File: src/hdl/sv39ptw_pkg.sv
// types and constants shared by the sv39 page table walker
// no dependencies; imported by the controller, the datapath and the top level
`timescale 1ns / 1ps

package sv39ptw_pkg;

    localparam int XLEN         = 64;
    localparam int PPN_W        = 44;
    localparam int IDX_W        = 9;
    localparam int OFF_W        = 12;
    localparam int PERM_W       = 10;
    localparam int ENTRY_ADDR_W = 15;
    localparam int CFG_IDX_W    = 2;
    localparam int PTE_PPN_LSB  = 10;
    // slots reachable through the 15-bit entry address
    localparam int MAX_STORE_PAGES = 2 ** (ENTRY_ADDR_W - IDX_W);

    localparam logic KIND_WRITE     = 1'b0;
    localparam logic KIND_TRANSLATE = 1'b1;

    localparam logic [CFG_IDX_W-1:0] CFG_ROOT_PPN      = 2'd0;
    localparam logic [CFG_IDX_W-1:0] CFG_STORE_BASE    = 2'd1;
    localparam logic [CFG_IDX_W-1:0] CFG_RESULT_OFFSET = 2'd2;

    typedef enum logic [2:0] {
        ST_CLEAR,
        ST_IDLE,
        ST_REPLY,
        ST_WALK_L2,
        ST_WALK_L1,
        ST_WALK_L0
    } walk_state_t;

    typedef enum logic [1:0] {
        STATUS_OK           = 2'd0,
        STATUS_ROOT_INVALID = 2'd1,
        STATUS_L1_INVALID   = 2'd2,
        STATUS_OUTSIDE      = 2'd3
    } walk_status_t;

    typedef enum logic [1:0] {
        LVL_ROOT,
        LVL_1,
        LVL_0
    } walk_level_t;

    typedef struct packed {
        logic         clr_en;
        logic         latch;
        logic         wr_en;
        logic         rd_en;
        walk_level_t  lvl;
        logic         load_out;
        logic         leaf_sel;
        walk_status_t out_status;
    } dp_cmd_t;

    typedef struct packed {
        logic clr_last;
        logic loc_in_store;
        logic entry_valid;
    } dp_stat_t;

endpackage

File: src/hdl/sv39ptw_ctrl.sv
// walk controller: state machine sequencing store clear, entry writes and the
// three-level walk; depends on sv39ptw_pkg
`timescale 1ns / 1ps

module sv39ptw_ctrl (
    input  logic               clk,
    input  logic               rst_n,
    input  logic               in_valid,
    output logic               in_ready,
    input  logic               kind,
    output logic               out_valid,
    input  logic               out_ready,
    input  sv39ptw_pkg::dp_stat_t stat,
    output sv39ptw_pkg::dp_cmd_t  cmd
);
    import sv39ptw_pkg::*;

    walk_state_t  state_reg;
    walk_state_t  state_next;
    walk_status_t pend_status_reg;
    walk_status_t pend_status_next;
    logic         out_valid_reg;
    logic         out_valid_next;
    logic         out_free;

    assign out_free  = !out_valid_reg || out_ready;
    assign in_ready  = (state_reg == ST_IDLE);
    assign out_valid = out_valid_reg;

    always_ff @(posedge clk or negedge rst_n)
    begin
        if (!rst_n)
        begin
            state_reg       <= ST_CLEAR;
            pend_status_reg <= STATUS_OK;
            out_valid_reg   <= 1'b0;
        end
        else
        begin
            state_reg       <= state_next;
            pend_status_reg <= pend_status_next;
            out_valid_reg   <= out_valid_next;
        end
    end

    // next state
    always_comb
    begin
        state_next       = state_reg;
        pend_status_next = pend_status_reg;
        unique case (state_reg)
            ST_CLEAR:
            begin
                if (stat.clr_last)
                    state_next = ST_IDLE;
            end
            ST_IDLE:
            begin
                if (in_valid)
                begin
                    if (kind == KIND_WRITE)
                    begin
                        pend_status_next = STATUS_OK;
                        state_next       = ST_REPLY;
                    end
                    else if (stat.loc_in_store)
                        state_next = ST_WALK_L2;
                    else
                    begin
                        pend_status_next = STATUS_OUTSIDE;
                        state_next       = ST_REPLY;
                    end
                end
            end
            ST_REPLY:
            begin
                if (out_free)
                    state_next = ST_IDLE;
            end
            ST_WALK_L2:
            begin
                if (stat.entry_valid && stat.loc_in_store)
                    state_next = ST_WALK_L1;
                else if (out_free)
                    state_next = ST_IDLE;
            end
            ST_WALK_L1:
            begin
                if (stat.entry_valid && stat.loc_in_store)
                    state_next = ST_WALK_L0;
                else if (out_free)
                    state_next = ST_IDLE;
            end
            ST_WALK_L0:
            begin
                if (out_free)
                    state_next = ST_IDLE;
            end
            default:
            begin
                state_next = ST_CLEAR;
            end
        endcase
    end

    // datapath commands
    always_comb
    begin
        cmd = '0;
        unique case (state_reg)
            ST_CLEAR:
            begin
                cmd.clr_en = 1'b1;
            end
            ST_IDLE:
            begin
                cmd.lvl = LVL_ROOT;
                if (in_valid)
                begin
                    cmd.latch = 1'b1;
                    if (kind == KIND_WRITE)
                        cmd.wr_en = 1'b1;
                    else
                        cmd.rd_en = stat.loc_in_store;
                end
            end
            ST_REPLY:
            begin
                cmd.load_out   = out_free;
                cmd.out_status = pend_status_reg;
            end
            ST_WALK_L2:
            begin
                cmd.lvl = LVL_1;
                if (!stat.entry_valid)
                begin
                    cmd.load_out   = out_free;
                    cmd.out_status = STATUS_ROOT_INVALID;
                end
                else if (!stat.loc_in_store)
                begin
                    cmd.load_out   = out_free;
                    cmd.out_status = STATUS_OUTSIDE;
                end
                else
                    cmd.rd_en = 1'b1;
            end
            ST_WALK_L1:
            begin
                cmd.lvl = LVL_0;
                if (!stat.entry_valid)
                begin
                    cmd.load_out   = out_free;
                    cmd.out_status = STATUS_L1_INVALID;
                end
                else if (!stat.loc_in_store)
                begin
                    cmd.load_out   = out_free;
                    cmd.out_status = STATUS_OUTSIDE;
                end
                else
                    cmd.rd_en = 1'b1;
            end
            ST_WALK_L0:
            begin
                cmd.load_out   = out_free;
                cmd.leaf_sel   = 1'b1;
                cmd.out_status = STATUS_OK;
            end
            default:
            begin
                cmd = '0;
            end
        endcase
    end

    always_comb
    begin
        if (cmd.load_out)
            out_valid_next = 1'b1;
        else if (out_ready)
            out_valid_next = 1'b0;
        else
            out_valid_next = out_valid_reg;
    end

`ifndef SYNTHESIS
    // a pending result is never overwritten
    assert property (@(posedge clk) disable iff (!rst_n)
        cmd.load_out |-> (!out_valid_reg || out_ready))
        else $error("result register overwritten while still held");

    // single store port: never a write and a read in one cycle
    assert property (@(posedge clk) disable iff (!rst_n)
        !((cmd.wr_en || cmd.clr_en) && cmd.rd_en))
        else $error("store write and read in the same cycle");

    // every store read is consumed by a walk state
    assert property (@(posedge clk) disable iff (!rst_n)
        cmd.rd_en |=> (state_reg == ST_WALK_L2 || state_reg == ST_WALK_L1
                       || state_reg == ST_WALK_L0))
        else $error("store read issued outside the walk");

    // clearing happens once, after reset only
    assert property (@(posedge clk) disable iff (!rst_n)
        (state_reg != ST_CLEAR) |=> (state_reg != ST_CLEAR))
        else $error("store clear re-entered");
`endif

endmodule

File: config.mk
export PLATFORM = sky130hd
export DESIGN_NAME = sv39ptw_ctrl
export DESIGN_NICKNAME = d
export VERILOG_FILES = /design/src/hdl/sv39ptw_pkg.sv /design/src/hdl/sv39ptw_ctrl.sv
export SDC_FILE = /design/constraint.sdc
export NUM_CORES = 1
export LEC_CHECK = 0
export BUFFER_PORTS_ARGS = -buffer_cell sky130_fd_sc_hd__buf_2
export CORE_AREA = 2 2 39 41
export CTS_CLUSTER_SIZE = 20
export DETAILED_ROUTE_END_ITERATION = 16
export DIE_AREA = 0 0 41 43
export GPL_ROUTABILITY_DRIVEN = 0
export SLEW_MARGIN = 15
export SYNTH_ARGS = -nofsm -noshare
export SYNTH_HDL_FRONTEND = slang
export SYNTH_SLANG_ARGS = --single-unit
File: constraint.sdc
create_clock -name clk -period 1.28 [get_ports clk]
set_input_delay 0.064 -clock clk [delete_from_list [all_inputs] [get_ports clk]]
set_output_delay 0.064 -clock clk [all_outputs]
set_load 0.1 [all_outputs]
==> impl_metrics.json <==
{
  "synth_top_area_share": 0.267,
  "drive_above_1_share": 0.726,
  "max_slew.worst_pin.slew_ns": 0.482,
  "layout_commonest_cell": "buf_12",
  "slew_headroom": 0.681,
  "dr.pass1.iters": 4,
  "ys_seq_area_frac": 0.267,
  "ys_ff_latch": 5,
  "finClkSkew_ns": 0.00177,
  "violations": "setup timing",
  "r2r_cells": 6,
  "period_share": 1.22,
  "worst-setup-path-type": "flip-flop to output pin",
  "grt_pass1_wl_mm": 2.02,
  "grt_util_all_layers": 0.163,
  "cts_root_buffer": "clkbuf_4",
  "fin_tns_setup_ns": -2.14,
  "initial_core_util": 0.338,
  "synth_area_leaders": "dfrtp_1 (27%), a21oi_1 (6.4%), and2b_4 (6.4%)",
  "final_nets": 93,
  "syn_area_um2": 468,
  "finalHoldViolCount": 0,
  "wl_per_cell_um": 13.6,
  "drv_cap": 0,
  "ys_types": 29,
  "syn_inst": 52,
  "clkSlewWorstSetupHoldPaths_ns": 0.04,
  "period_minus_slack_ns": 1.57,
  "setup_viol": 12,
  "vias": 516,
  "dpl.hpwl_um": 950,
  "hold_depth": 3,
  "slew_violations": 0,
  "clock-sinks": 5,
  "areaGrowthSynthToFinish_pct": 108,
  "status": "finished, violations left",
  "holdCritPathClass": "input pin to flip-flop",
  "clock_path_buffers": 2,
  "cts_tree": "yes",
  "clock.fmax_mhz": 638,
  "gr-total-overflow": 0,
  "crit_fanout": 5,
  "crit_path_start_kind": "flip-flop",
  "drt_iter0_markers": 2,
  "dpl_worst_slack_ns": -0.0601,
  "avgSynthCellArea_um2": 9.00,
  "synth_top_family_by_area": "simple AND/OR/NAND/NOR gates",
  "final_cell_mix": "buf_12 (11), buf_2 (8), buf_4 (6)",
  "chipHeight_um": 43,
  "wl_met3_um": 53,
  "layout_setup_ws_ns": -0.288,
  "io_buffers": 19,
  "dr_wl_met2_um": 775,
  "clk_latency_ns": 0.23,
  "worstSetupEndpointType": "output pin",
  "largest_reg_flops": 3,
  "yosysWarnings": 0,
  "antennaDiodeCount": 0,
  "synth-compound-area-share": 0.225,
  "top_layer": "met3",
  "grt_max_degree": 11,
  "htreeDepth": 1,
  "viasPerCell": 5.16,
  "antenna_found_initial": 0,
  "synth_mux_area_frac": 0,
  "cp.required_ns": 1.22,
  "wl_met1_um": 529,
  "worstPathArrival_ns": 1.50,
  "yosys.area.top_type": "dfrtp_1",
  "rsz0062_at_grt": "yes",
  "ios": 20,
  "die_w_um": 41,
  "synth_xor_area_frac": 0,
  "drt_wl_total_mm": 1.36,
  "synthAdderAreaFrac": 0,
  "cts_buffers": 3,
  "postRouteAntennaNets": 0,
  "drc": 0,
  "rows": 14,
  "synth-simple-area-share": 0.425,
  "grt_pass1_vias": 508,
  "syn-num-nets": 60,
  "die_area_mm2": 0.00176,
  "coreArea_mm2": 0.00138
}
-- metal layers --
| layer | vias to the layer above | track usage |
|---|---|---|
| met5 | - | 0 |
| met4 | 0 | 0.0600 |
| met3 | 0 | 0.0105 |
| met2 | 12 | 0.278 |
| met1 | 250 | 0.201 |
| li1 | 254 | - |
-- cell families (layout without fill, tap and decap cells) --
logic type | after synthesis | in the layout
buf+inv | 5 | 37
simple gates | 27 | 27
compound gates | 15 | 15
flops | 5 | 5
-- cells in the mapped netlist --
cell type and instances:
a22oi_2 1, nor2b_1 1, o21ai_0 2, nor3b_2 1, nor3_1 1, nand3_1 2
a311oi_1 1, nor4_2 1, inv_1 1, nand3_2 1, nand3b_1 3, and2b_2 1
nor3b_1 1, dfrtp_1 5, nand2_1 5, buf_4 1, buf_6 2, and3b_2 1
nand2b_1 2, and4bb_4 1, and2b_4 3, o21ai_1 1, a31oi_1 1, a21oi_1 6
nor2_1 2, a311oi_2 1, buf_2 1, and3b_1 1, o2bb2ai_1 2
-- cell type report --
type,instances,area [um^2]
clock buffer,4,26.3
fill,99,409
inverter,1,3.75
multi-input combinational,42,405
sequential,5,133
tap,16,20.0
timing repair buffer,32,387
-- final timing paths --
| check | to | slack [ns] | startpoint |
|---|---|---|---|
| min in group asynchronous | out_valid$_DFFE_PN0P_ | 0.17 | rst_n |
| worst min-delay path | state_reg[1]$_DFFE_PN0P_ | 0.12 | in_valid |
| worst max-delay path | cmd[6] | -0.29 | state_reg[1]$_DFFE_PN0P_ |
| max in group asynchronous | out_valid$_DFFE_PN0P_ | 0.97 | rst_n |
| worst min register to register | pend_status_reg[0]$_DFFE_PN0P_ | 0.50 | pend_status_reg[0]$_DFFE_PN0P_ |
| worst max register to register | state_reg[0]$_DFFE_PN0P_ | 0 | state_reg[1]$_DFFE_PN0P_ |
-- per-stage QoR --
stage,cells,util,hold slack (ns),area [um^2]
2_1_floorplan,52,-,-0.232,561
3_3_place_gp,91,0.621,-0.122,860
3_5_place_dp,91,0.621,-0.122,860
4_1_cts,97,0.668,0.117,925
5_1_grt,100,0.704,0.153,975
6_report,100,0.704,0.124,975
-- worst max-delay path: stages, from the launching register on --
cell	delay (ns)
dfrtp_2	0.43
buf_6	0.13
nor3b_4	0.26
o21ai_2	0.12
a21oi_4	0.15
buf_12	0.18
-- timing repair --
item / 4_1_cts / 5_1_grt
gates resized for setup: 7 / 7
hold buffers: 1 / 0
pin swaps: 6 / 7
setup buffers: 1 / 5
setup endpoints to repair: 10 / 11
endpoints found under the hold margin: 5 / 0
Power is not shown: default switching activity piles up to over one toggle a cycle in this logic, so the estimate is an artifact.
